`config.mk`:
```
export PLATFORM = sky130hd
export DESIGN_NAME = linear_search_key_value_table
export DESIGN_NICKNAME = d
export VERILOG_FILES = /design/src/hw/rtl/lsk_pkg.sv /design/src/hw/rtl/lsk_ram.sv /design/src/hw/rtl/lsk_ctrl.sv /design/src/hw/rtl/lsk_datapath.sv /design/src/hw/rtl/linear_search_key_value_table.sv
export SDC_FILE = /design/constraint.sdc
export NUM_CORES = 2
export LEC_CHECK = 0
export ABC_AREA = 1
export BUFFER_PORTS_ARGS = -buffer_cell sky130_fd_sc_hd__buf_4
export CELL_PAD_IN_SITES_DETAIL_PLACEMENT = 0
export CELL_PAD_IN_SITES_GLOBAL_PLACEMENT = 2
export CORE_ASPECT_RATIO = 1.4
export CORE_MARGIN = 5
export CORE_UTILIZATION = 43
export CTS_BUF_LIST = sky130_fd_sc_hd__clkbuf_8
export DETAILED_ROUTE_END_ITERATION = 8
export GPL_ROUTABILITY_DRIVEN = 0
export PLACE_DENSITY = 0.8
export SLEW_MARGIN = 10
export SYNTH_ARGS = -nofsm -noshare
export SYNTH_HDL_FRONTEND = slang
export SYNTH_SLANG_ARGS = --single-unit
```
`constraint.sdc`:
```
create_clock -name clk_i -period 6.25 [get_ports clk_i]
set_input_delay 0 -clock clk_i [delete_from_list [all_inputs] [get_ports clk_i]]
set_output_delay 0 -clock clk_i [all_outputs]
set_load 0.02 [all_outputs]
```
`src/hw/rtl/lsk_pkg.sv`:
```
// Shared types, op codes and default sizes of the linear-search key/value table.
package lsk_pkg;

  // Fixed field widths of the request and result items.
  localparam int unsigned OP_W    = 3;
  localparam int unsigned FIELD_W = 32;
  localparam int unsigned IDX_W   = 4;
  localparam int unsigned CNT_W   = 5;

  // Default sizes handed to the top level.
  localparam int unsigned ENTRIES_DEF     = 16;
  localparam int unsigned KEY_WIDTH_DEF   = 32;
  localparam int unsigned VALUE_WIDTH_DEF = 32;

  // Operation codes; codes above OP_CLEAR leave the table unchanged.
  localparam logic [OP_W-1:0] OP_LOOKUP        = 3'd0;
  localparam logic [OP_W-1:0] OP_LOOKUP_INSERT = 3'd1;
  localparam logic [OP_W-1:0] OP_WRITE         = 3'd2;
  localparam logic [OP_W-1:0] OP_KEY_AT        = 3'd3;
  localparam logic [OP_W-1:0] OP_CLEAR         = 3'd4;

  typedef struct packed {
    logic [OP_W-1:0]    op;
    logic [FIELD_W-1:0] key;
    logic [FIELD_W-1:0] value_in;
    logic [IDX_W-1:0]   index;
  } req_t;

  typedef struct packed {
    logic [FIELD_W-1:0] value_out;
    logic               found;
    logic               inserted;
    logic               full_error;
    logic [FIELD_W-1:0] key_out;
    logic [CNT_W-1:0]   entry_count;
  } rsp_t;

  // Commands from the controller to the datapath.
  typedef struct packed {
    logic load;
    logic advance;
    logic done_search;
    logic done_index;
    logic done_other;
  } cmd_t;

  // Status from the datapath to the controller.
  typedef struct packed {
    logic hit;
    logic scan_end;
  } sts_t;

endpackage

```
`src/hw/rtl/lsk_ram.sv`:
```
// Generic single-write, single-read RAM with registered read data.
module lsk_ram #(
  parameter int unsigned WIDTH = 32,
  parameter int unsigned DEPTH = 16
) (
  input  logic                     clk_i,
  input  logic                     we_i,
  input  logic [$clog2(DEPTH)-1:0] waddr_i,
  input  logic [WIDTH-1:0]         wdata_i,
  input  logic [$clog2(DEPTH)-1:0] raddr_i,
  output logic [WIDTH-1:0]         rdata_o
);

  logic [WIDTH-1:0] mem_q [DEPTH];

  always_ff @(posedge clk_i) begin
    if (we_i) begin
      mem_q[waddr_i] <= wdata_i;
    end
    rdata_o <= mem_q[raddr_i];
  end

endmodule

```
`src/hw/rtl/lsk_ctrl.sv`:
```
// Sequencing state machine of the key/value table.
module lsk_ctrl (
  input  logic                      clk_i,
  input  logic                      rst_ni,
  input  logic                      start,
  input  logic [lsk_pkg::OP_W-1:0]  op_i,
  input  lsk_pkg::sts_t             sts_i,
  output lsk_pkg::cmd_t             cmd_o,
  output logic                      busy,
  output logic                      done_o
);
  import lsk_pkg::*;

  typedef enum logic [1:0] {
    ST_IDLE,
    ST_SEARCH,
    ST_INDEX,
    ST_OTHER
  } state_e;

  state_e state_q;
  logic   done_q;
  logic   accept;
  logic   search_end;

  assign busy       = (state_q != ST_IDLE);
  assign accept     = start && !busy;
  assign search_end = sts_i.hit || sts_i.scan_end;

  always_comb begin
    cmd_o = '0;
    unique case (state_q)
      ST_IDLE:   cmd_o.load = start;
      ST_SEARCH: begin
        cmd_o.done_search = search_end;
        cmd_o.advance     = !search_end;
      end
      ST_INDEX:  cmd_o.done_index = 1'b1;
      ST_OTHER:  cmd_o.done_other = 1'b1;
      default:   cmd_o = '0;
    endcase
  end

  always_ff @(posedge clk_i or negedge rst_ni) begin
    if (!rst_ni) begin
      state_q <= ST_IDLE;
      done_q  <= 1'b0;
    end else begin
      done_q <= 1'b0;
      unique case (state_q)
        ST_IDLE: begin
          if (start) begin
            if (op_i == OP_LOOKUP || op_i == OP_LOOKUP_INSERT || op_i == OP_WRITE) begin
              state_q <= ST_SEARCH;
            end else if (op_i == OP_KEY_AT) begin
              state_q <= ST_INDEX;
            end else begin
              state_q <= ST_OTHER;
            end
          end
        end
        ST_SEARCH: begin
          if (search_end) begin
            state_q <= ST_IDLE;
            done_q  <= 1'b1;
          end
        end
        ST_INDEX, ST_OTHER: begin
          state_q <= ST_IDLE;
          done_q  <= 1'b1;
        end
        default: state_q <= ST_IDLE;
      endcase
    end
  end

  assign done_o = done_q;

`ifndef SYNTHESIS
  a_done_single: assert property (@(posedge clk_i) disable iff (!rst_ni)
    done_q |=> !done_q) else $error("result strobe held for more than one cycle");
  a_done_after_work: assert property (@(posedge clk_i) disable iff (!rst_ni)
    done_q |-> $past(state_q != ST_IDLE)) else $error("result strobe without a request");
  a_accept_leaves_idle: assert property (@(posedge clk_i) disable iff (!rst_ni)
    accept |=> busy) else $error("accepted request did not start work");
`endif

endmodule

```
`src/hw/rtl/lsk_datapath.sv`:
```
// Request registers, key/value stores, scan pointer and result register.
module lsk_datapath #(
  parameter int unsigned ENTRIES     = lsk_pkg::ENTRIES_DEF,
  parameter int unsigned KEY_WIDTH   = lsk_pkg::KEY_WIDTH_DEF,
  parameter int unsigned VALUE_WIDTH = lsk_pkg::VALUE_WIDTH_DEF
) (
  input  logic                         clk_i,
  input  logic                         rst_ni,
  input  lsk_pkg::req_t                req_i,
  input  lsk_pkg::cmd_t                cmd_i,
  input  logic                         cfg_valid_i,
  output logic                         cfg_ready_o,
  input  logic [lsk_pkg::FIELD_W-1:0]  cfg_data_i,
  output lsk_pkg::sts_t                sts_o,
  output lsk_pkg::rsp_t                rsp_o
);
  import lsk_pkg::*;

  localparam int unsigned AW   = $clog2(ENTRIES);
  localparam int unsigned CW   = $clog2(ENTRIES + 1);
  localparam int unsigned KEXT = (KEY_WIDTH > FIELD_W) ? KEY_WIDTH : FIELD_W;
  localparam int unsigned VEXT = (VALUE_WIDTH > FIELD_W) ? VALUE_WIDTH : FIELD_W;
  localparam int unsigned IEXT = (CW > IDX_W) ? CW : IDX_W;
  localparam int unsigned CEXT = (CW > CNT_W) ? CW : CNT_W;
  localparam logic [CW-1:0] FULL_COUNT = CW'(ENTRIES);

  req_t                   req_q;
  rsp_t                   rsp_q, rsp_d;
  logic [CW-1:0]          ptr_q, ptr_d;
  logic [CW-1:0]          count_q, count_d;
  logic [FIELD_W-1:0]     dflt_q;

  logic [KEXT-1:0]        key_in_ext, key_rd_ext;
  logic [KEY_WIDTH-1:0]   key_w, key_rdata;
  logic [VEXT-1:0]        val_in_ext, dflt_ext, res_val_ext;
  logic [VALUE_WIDTH-1:0] val_w, dflt_w, val_rdata, wr_val_w, res_val_w;
  logic [IEXT-1:0]        idx_in_ext, idx_q_ext, cnt_iext;
  logic [CEXT-1:0]        cnt_ext;
  logic [CW-1:0]          idx_ptr;

  logic in_list, hit, room, is_write, is_lookup;
  logic key_we, val_we;

  // Fit the fixed-width fields to the storage widths.
  assign key_in_ext  = KEXT'(req_q.key);
  assign key_w       = key_in_ext[KEY_WIDTH-1:0];
  assign key_rd_ext  = KEXT'(key_rdata);
  assign val_in_ext  = VEXT'(req_q.value_in);
  assign val_w       = val_in_ext[VALUE_WIDTH-1:0];
  assign dflt_ext    = VEXT'(dflt_q);
  assign dflt_w      = dflt_ext[VALUE_WIDTH-1:0];
  assign idx_in_ext  = IEXT'(req_i.index);
  assign idx_ptr     = idx_in_ext[CW-1:0];
  assign idx_q_ext   = IEXT'(req_q.index);
  assign cnt_iext    = IEXT'(count_q);

  assign is_write  = (req_q.op == OP_WRITE);
  assign is_lookup = (req_q.op == OP_LOOKUP);
  assign in_list   = (ptr_q < count_q);
  assign hit       = in_list && (key_rdata == key_w);
  assign room      = (count_q != FULL_COUNT);

  assign sts_o.hit      = hit;
  assign sts_o.scan_end = !in_list;

  assign wr_val_w  = is_write ? val_w : dflt_w;
  assign res_val_w = hit ? (is_write ? val_w : val_rdata)
                         : (is_write ? ((room && !is_lookup) ? val_w : '0) : dflt_w);
  assign res_val_ext = VEXT'(res_val_w);

  // Append on a miss with room, update the value on a write hit.
  assign key_we = cmd_i.done_search && !hit && !is_lookup && room;
  assign val_we = cmd_i.done_search && (hit ? is_write : (!is_lookup && room));

  always_comb begin
    ptr_d = ptr_q;
    if (cmd_i.load) begin
      ptr_d = (req_i.op == OP_KEY_AT) ? idx_ptr : '0;
    end else if (cmd_i.advance) begin
      ptr_d = ptr_q + CW'(1);
    end
  end

  always_comb begin
    count_d = count_q;
    if (key_we) begin
      count_d = count_q + CW'(1);
    end else if (cmd_i.done_other && req_q.op == OP_CLEAR) begin
      count_d = '0;
    end
  end

  assign cnt_ext = CEXT'(count_d);

  always_comb begin
    rsp_d = rsp_q;
    if (cmd_i.done_search || cmd_i.done_index || cmd_i.done_other) begin
      rsp_d             = '0;
      rsp_d.entry_count = cnt_ext[CNT_W-1:0];
    end
    if (cmd_i.done_search) begin
      rsp_d.value_out  = res_val_ext[FIELD_W-1:0];
      rsp_d.found      = hit;
      rsp_d.inserted   = key_we;
      rsp_d.full_error = !hit && !is_lookup && !room;
    end
    if (cmd_i.done_index && (idx_q_ext < cnt_iext)) begin
      rsp_d.found   = 1'b1;
      rsp_d.key_out = key_rd_ext[FIELD_W-1:0];
    end
  end

  // Both stores share the read address; read data lines up with ptr_q.
  lsk_ram #(
    .WIDTH (KEY_WIDTH),
    .DEPTH (ENTRIES)
  ) u_key_ram (
    .clk_i   (clk_i),
    .we_i    (key_we),
    .waddr_i (ptr_q[AW-1:0]),
    .wdata_i (key_w),
    .raddr_i (ptr_d[AW-1:0]),
    .rdata_o (key_rdata)
  );

  lsk_ram #(
    .WIDTH (VALUE_WIDTH),
    .DEPTH (ENTRIES)
  ) u_val_ram (
    .clk_i   (clk_i),
    .we_i    (val_we),
    .waddr_i (ptr_q[AW-1:0]),
    .wdata_i (wr_val_w),
    .raddr_i (ptr_d[AW-1:0]),
    .rdata_o (val_rdata)
  );

  always_ff @(posedge clk_i) begin
    if (cmd_i.load) begin
      req_q <= req_i;
    end
  end

  always_ff @(posedge clk_i or negedge rst_ni) begin
    if (!rst_ni) begin
      ptr_q   <= '0;
      count_q <= '0;
      dflt_q  <= '0;
      rsp_q   <= '0;
    end else begin
      ptr_q   <= ptr_d;
      count_q <= count_d;
      rsp_q   <= rsp_d;
      if (cfg_valid_i) begin
        dflt_q <= cfg_data_i;
      end
    end
  end

  assign cfg_ready_o = 1'b1;
  assign rsp_o       = rsp_q;

`ifndef SYNTHESIS
  a_count_bound: assert property (@(posedge clk_i) disable iff (!rst_ni)
    count_q <= FULL_COUNT) else $error("entry count above table size");
  a_insert_excl: assert property (@(posedge clk_i) disable iff (!rst_ni)
    rsp_q.inserted |-> (!rsp_q.found && !rsp_q.full_error))
    else $error("insert flagged together with hit or full");
  a_full_count: assert property (@(posedge clk_i) disable iff (!rst_ni)
    rsp_q.full_error |-> (count_q == FULL_COUNT))
    else $error("full flagged while table has room");
`endif

endmodule

```
`src/hw/rtl/linear_search_key_value_table.sv`:
```
// Search: a search request compares stored keys from index 0 until a hit or, on a
//   miss, until it passes the last stored entry; done_o pulses in the cycle after the
//   last search step. Requests are taken only while idle; key_at_index, clear and
//   unknown ops skip the walk. The next request is taken in the cycle done_o pulses.
// Reset: table empty, default value zero; stores hold no reset state.
// The receiver cannot stall: done_o is high for exactly one cycle per result, and rsp_o holds until the next one.
module linear_search_key_value_table #(
  parameter int unsigned ENTRIES     = lsk_pkg::ENTRIES_DEF,
  parameter int unsigned KEY_WIDTH   = lsk_pkg::KEY_WIDTH_DEF,
  parameter int unsigned VALUE_WIDTH = lsk_pkg::VALUE_WIDTH_DEF
) (
  input  logic                         clk_i,
  input  logic                         rst_ni,
  // request channel
  input  logic                         start,
  output logic                         busy,
  input  lsk_pkg::req_t                req_i,
  // result channel
  output logic                         done_o,
  output lsk_pkg::rsp_t                rsp_o,
  // default value register write channel
  input  logic                         cfg_valid_i,
  output logic                         cfg_ready_o,
  input  logic [lsk_pkg::FIELD_W-1:0]  cfg_data_i
);
  import lsk_pkg::*;

  cmd_t cmd;
  sts_t sts;

  // Controller: accept a request, walk the search one entry per cycle,
  // pulse the result strobe when the datapath has settled the outcome.
  lsk_ctrl u_ctrl (
    .clk_i  (clk_i),
    .rst_ni (rst_ni),
    .start  (start),
    .op_i   (req_i.op),
    .sts_i  (sts),
    .cmd_o  (cmd),
    .busy   (busy),
    .done_o (done_o)
  );

  // Datapath: hold the request, compare one stored key per cycle against
  // it, update or append at the end of the walk, and register the result.
  lsk_datapath #(
    .ENTRIES     (ENTRIES),
    .KEY_WIDTH   (KEY_WIDTH),
    .VALUE_WIDTH (VALUE_WIDTH)
  ) u_datapath (
    .clk_i       (clk_i),
    .rst_ni      (rst_ni),
    .req_i       (req_i),
    .cmd_i       (cmd),
    .cfg_valid_i (cfg_valid_i),
    .cfg_ready_o (cfg_ready_o),
    .cfg_data_i  (cfg_data_i),
    .sts_o       (sts),
    .rsp_o       (rsp_o)
  );

endmodule
```
Word level (Yosys, flattened, before mapping)
Memory sizes are Yosys's and may differ from the RTL's. A register that Yosys moved wholly into a read port is not among the register bits. Index checks and enable logic that the tools add are counted. W data, S select, Z words.

Reduce and logical (&&, ||, !) cells: 30. Magnitude comparators: 2. Mux-type cells: 30. $add $sub $neg: 2. Equal/unequal tests: 12.

Operators with widths (number): $mux W32 (6); $mux W72 (1); $mux W35 (1); $eq A32 B32 Y1 (1); $mux W5 (4); $mux W1 (11); $add A5 B1 Y5 const B (2); $logic_and A1 B1 Y1 (10); $eq A3 B2 Y1 const B (3); $mux W2 (4); $reduce_bool A2 Y1 (4); $logic_not A3 Y1 (2); $pmux W2 S3 (1); $logic_not A1 Y1 (5); $logic_or A1 B1 Y1 (5); $lt A4 B5 Y1 (1); $lt A5 B5 Y1 (1); $ne A5 B5 Y1 const B (1); $eq A2 B2 Y1 const B (2); $mux W4 (1); $eq A3 B1 Y1 const B (1); $eq A3 B3 Y1 const B (1); $reduce_bool A3 Y1 (1); $eq A2 B1 Y1 const B (1); 6 further kinds (6).

Register bits after elaboration: 188. Output and inout bits: 75. Memory bits (writable): 1024. Bits of input ports: 107. Memories: 2.

Memory list: u_datapath.u_key_ram.mem_q (words 16, width 32, read ports 1, clocked after memory_dff 1, wr ports 1, line lsk_ram.sv:14) `logic [WIDTH-1:0] mem_q [DEPTH];`; u_datapath.u_val_ram.mem_q (words 16, width 32, read ports 1, clocked after memory_dff 1, wr ports 1, line lsk_ram.sv:14).

Longest topological paths before layout
Word-level depth: 12. Mapped depth: 19. Mapped depth without buffers: 18.

Modules after synthesis
A second synthesis with hierarchy kept.

Cells, all modules: 5089. Area, all modules: 53914.2 um2.

By module, submodules not included: lsk_ram (sequential area each 16015.4 um2, cells an instance 2120, area an instance 22730.6 um2, times used 2); lsk_datapath (sequential area each 4984.8 um2, cells an instance 824, area an instance 8281.7 um2, times used 1); lsk_ctrl (sequential area each 75.1 um2, cells an instance 25, area an instance 171.4 um2, times used 1).

Least setup slack after synthesis
OpenSTA, ideal clock, no wires.

Path type: reg2reg. Start: register u_datapath.ptr_q[3]. End: memory u_datapath.u_val_ram.mem_q[4][0], enable pin. Path slack: 1.873 ns. Arrival: 3.916 ns. Cell stages (with the launch flop): 10. Clock period less this slack: 4.377 ns. Cells stage by stage: dfrtp_1 > ha_1 > nand2_1 > nor3_1 > nor4_4 > nand2_1 > inv_1 > nand2_1 > nand3_1 > nor3_1.

Cells in the longest elaborated chain, start to end: 7. Elaborated cells between the ends (all ways): 9.

RTL lines: start, declared (line lsk_datapath.sv:29) `logic [CW-1:0] ptr_q, ptr_d;`; start signal, assigned (line lsk_datapath.sv:151) `ptr_q <= ptr_d;`; $lt A5 B5 Y1 (line lsk_datapath.sv:59) `assign in_list = (ptr_q < count_q);`; $logic_and A1 B1 Y1 / $logic_not A1 Y1 (equally long branches) (line lsk_datapath.sv:60, lsk_datapath.sv:64); $logic_or A1 B1 Y1 (line lsk_ctrl.sv:28) `assign search_end = sts_i.hit || sts_i.scan_end;`; $mux W2 (line lsk_ctrl.sv:32) `unique case (state_q)`; $logic_and A1 B1 Y1 (line lsk_datapath.sv:73) `assign val_we = cmd_i.done_search && (hit ? is_write : (!is_lookup && room));`; $mux W1 (line lsk_ram.sv:17) `if (we_i) begin`; $mux W1 (not written as such) (line lsk_ram.sv:18) `mem_q[waddr_i] <= wdata_i;`; end, declared (line lsk_ram.sv:14).

Parallel ways exist; a longest one is shown, timed or not.

==> flow_summary.json <==
{
  "status": "completed",
  "critPathMaxFanout": 114,
  "synthSimpleGateAreaFrac_pct": 20.42,
  "cts_buffers": 201,
  "post-dp-hpwl_um": 81760,
  "ios": 182,
  "slowest_stage": "nand2_8",
  "cp-start-kind": "flip-flop",
  "dr_total_vias": 37580,
  "avgSynthCellArea_um2": 10.78,
  "reg2reg_from": "u_ctrl.state_q[0]",
  "ys.flop_type": "edfxtp_1",
  "grt_pass1_vias": 38060,
  "clkLatencyLatePin_ns": 0.91,
  "drive_above_1_share_pct": 10.34,
  "root_buffer": "clkbuf_8",
  "ir_worst_vdd_mv": 0.4618,
  "min_path_cells": 4,
  "drt-vias-per-instance": 5.113,
  "die_area_um2": 134700,
  "cts.sinks": 1276,
  "r2r_end": "u_datapath.u_val_ram.rdata_o[15]",
  "ant_nets": 0,
  "critPathRequiredTime_ns": 7.03,
  "synth_compound_area_share_pct": 1.844,
  "finalPower_w": 0.02863,
  "slew_violations": 0,
  "cp.arrival_ns": 5.51,
  "finalNonFillerCells": 7349,
  "leakagePower_nw": 27.34,
  "syn-instance-count": 5078,
  "coreArea_um2": 127000,
  "hold_violations": 0,
  "final_area_um2": 64460,
  "max_slew.worst_pin.slew_ns": 1.314,
  "num_rows": 155,
  "path_clk_slew_ns": 0.06,
  "synth_edf_count": 1095,
  "async_flop_share_pct": 9.169,
  "max_clock_freq_mhz": 211.1,
  "ys_warn_count": 0,
  "min_period_ns": 4.738,
  "htree_levels": 4,
  "ys_seq_elements": 1276,
  "routedWlPerCell_um": 21.65,
  "area_growth_pct": 17.75,
  "cts_buffer_depth": 3,
  "grt_max_degree": 186,
  "hold_class": "input pin to flip-flop",
  "synth_top_family_by_area": "simple AND/OR/NAND/NOR gates",
  "fin_hold_ws_ns": 0.1791,
  "reg2reg_depth": 11,
  "final-setup-viol-count": 0,
  "grt_pass1_wl_um": 238800,
  "syn_nets": 5198,
  "grt_use_total_pct": 23.35,
  "totalWireLength_um": 159100,
  "cp_num_buf_inv": 2,
  "worstHoldStart": "req_i[70]",
  "syn-cell-area_um2": 54750,
  "port_buffers": 180,
  "drt-initial-drc-count": 2877,
  "skew_ns": 0.03188,
  "dp_cells": 6695,
  "powerDensity_nw_per_um2": 444.1,
  "yosys.area_share.adder_pct": 0.2971,
  "drc": 0,
  "synth-xor-area-share_pct": 0.4000,
  "yosysSeqAreaShare_pct": 67.75,
  "cts_tree": "yes",
  "cp_top_family": "simple AND/OR/NAND/NOR gates",
  "setup_tns_ns": 0,
  "muxShareOfSynthArea_pct": 0.07999,
  "die_h_um": 432.2,
  "hold_path_end": "u_ctrl.state_q[0]",
  "grt-ovfl-total": 0,
  "worstSetupEndpointType": "flip-flop",
  "post_cts_resized": 0,
  "die_w_um": 311.6,
  "antenna_found_initial": 2,
  "regToRegSetupSlack_ns": 1.51,
  "initial_core_util_pct": 43.10,
  "place_area_um2": 57930,
  "max_stage_delay_ns": 1.08,
  "cap_violations": 0,
  "min_period_over_period_pct": 75.81,
  "slew-limit-headroom_pct": 12.09,
  "synth_cell_types": 35,
  "firstDrtPassIters": 5,
  "worstSetupPathType": "flip-flop to flip-flop",
  "rsz0062_at_grt": "no",
  "crit_chain": "nor2_1 -> nand2_1 -> inv_4 -> nand3_4 -> nand2_8 -> buf_4 -> nand2_1 -> nand3_1 -> nand3_1 -> nand3_1 -> nand2_1",
  "nets": 5641
}
[cell type report]
class,instances,area (um^2)
fill,11420,62570
clock buffer,225,3097
antenna,2,5.005
sequential,1276,37090
tap,1648,2062
multi-input combinational,2549,12910
timing repair buffer,546,5024
inverter,947,3572
clock inverter,156,699.4
[how the worst max path moves through the flow]
stage	slack, ns	endpoint	cells after the start	startpoint
global route	1.16	u_datapath.u_val_ram.rdata_o[17]	11	u_ctrl.state_q[1]
CTS	1.48	u_datapath.u_val_ram.rdata_o[17]	11	u_ctrl.state_q[0]
finish	1.51	u_datapath.u_val_ram.rdata_o[15]	11	u_ctrl.state_q[0]
global placement	1.50	u_datapath.u_val_ram.rdata_o[15]	11	u_ctrl.state_q[0]
detailed placement	1.50	u_datapath.u_val_ram.rdata_o[17]	11	u_ctrl.state_q[1]
floorplan	1.87	u_datapath.u_val_ram.mem_q[4][0]	9	u_datapath.ptr_q[3]
[kinds of logic (layout without fill, tap and decap cells)]
logic type                 count (synthesis)  in the layout
xor gates and xnor gates                  25             25
other                                      1              3
adders and majority gates                 13             13
AOI/OAI and AO/OA                        148            148
buffers and inverters                   1253           1874
muxes                                      4              4
DFF                                     1276           1276
and+or+nand+nor                         2358           2358
[report_power, final]
group	switching [W]	leakage (nW)	total, W	internal [W]
Sequential	0.000604	11.9	0.0110	0.0104
Clock	0.00334	2.28	0.00671	0.00337
Combinational	0.00766	13.1	0.0109	0.00326
[through the flow]
step	util (%)	setup slack, ns
after global routing	50.74	1.157
after CTS	50.74	1.481
after global placement	45.60	1.498
final	50.75	1.512
after detailed placement	45.60	1.504
after floorplan	-	1.873
[registers in the layout, indices dropped and copies added (netlist names), 32 cells and up]
name,flops
u_datapath.key_in_ext,32
u_datapath.u_val_ram.mem_q,512
u_datapath.u_val_ram.rdata_o,32
u_datapath.dflt_ext,32
u_datapath.val_in_ext,32
u_datapath.rsp_o,72
u_datapath.u_key_ram.rdata_o,32
u_datapath.u_key_ram.mem_q,512
[synth_stat cells (13+ instances only)]
library cell | n | area share, %
nor3_1 | 14 | 0.13
a21oi_1 | 35 | 0.32
o2111ai_1 | 29 | 0.46
inv_1 | 944 | 6.5
ha_1 | 13 | 0.30
clkbuf_1 | 106 | 0.73
dfxtp_1 | 64 | 2.3
buf_4 | 47 | 0.64
nand3_1 | 1224 | 11
xnor2_1 | 23 | 0.37
a22o_1 | 32 | 0.51
buf_1 | 27 | 0.19
buf_2 | 126 | 1.2
nand3b_1 | 192 | 2.6
nand2_1 | 814 | 5.6
o21ai_0 | 41 | 0.37
dfrtp_1 | 117 | 5.3
nor2_1 | 103 | 0.71
edfxtp_1 | 1095 | 60
[metal layers]
layer	vias to the layer above	part of all wire, %	global-route usage (%)
met5	-	0	0
met4	0	2.1	6.190
met3	231	4.6	3.364
met2	958	52	42.98
met1	18470	41	28.85
li1	17920	-	-
[worst reg2reg max path, cell delays in order, from the launching register on]
cell	delay, ns
dfrtp_1	0.46
nor2_1	0.15
nand2_1	0.35
inv_4	0.53
nand3_4	0.92
nand2_8	1.11
buf_4	0.63
nand2_1	0.12
nand3_1	0.08
nand3_1	0.08
nand3_1	0.13
nand2_1	0.06
[layout by cell type, fill, tap and decap left out, types with 2 or more instances in the layout]
cell	Yosys	layout
a21oi_1	35	35
a22o_1	32	32
a32o_1	3	3
buf_12	0	18
buf_4	47	256
bufinv_16	0	2
clkbuf_8	0	225
clkinv_1	1	34
clkinv_2	0	25
clkinvlp_4	0	6
dfrtp_1	117	117
dfxtp_1	64	64
diode_2	0	2
dlygate4sd3_1	0	270
edfxtp_1	1095	1095
ha_1	13	13
inv_1	944	1029
inv_2	2	2
inv_6	0	3
mux2_2	3	3
nand2_1	814	808
nand2_4	1	6
nand3_1	1224	1224
nand3_4	0	2
nand3b_1	192	192
nand4_1	5	5
nor2_1	103	79
nor2_4	0	23
nor3_1	14	4
nor3_2	0	10
o2111ai_1	29	29
o211ai_1	3	3
o21ai_0	41	41
o311ai_0	3	3
xnor2_1	23	23
xor2_1	2	2
[what timing repair did]
item | in CTS | in global routing
setup buffers | 0 | 0
endpoints found under the setup margin | 0 | 0
endpoints found under the hold margin | 285 | 0
hold buffers | 271 | 0
(Power assumes the default switching activity.)
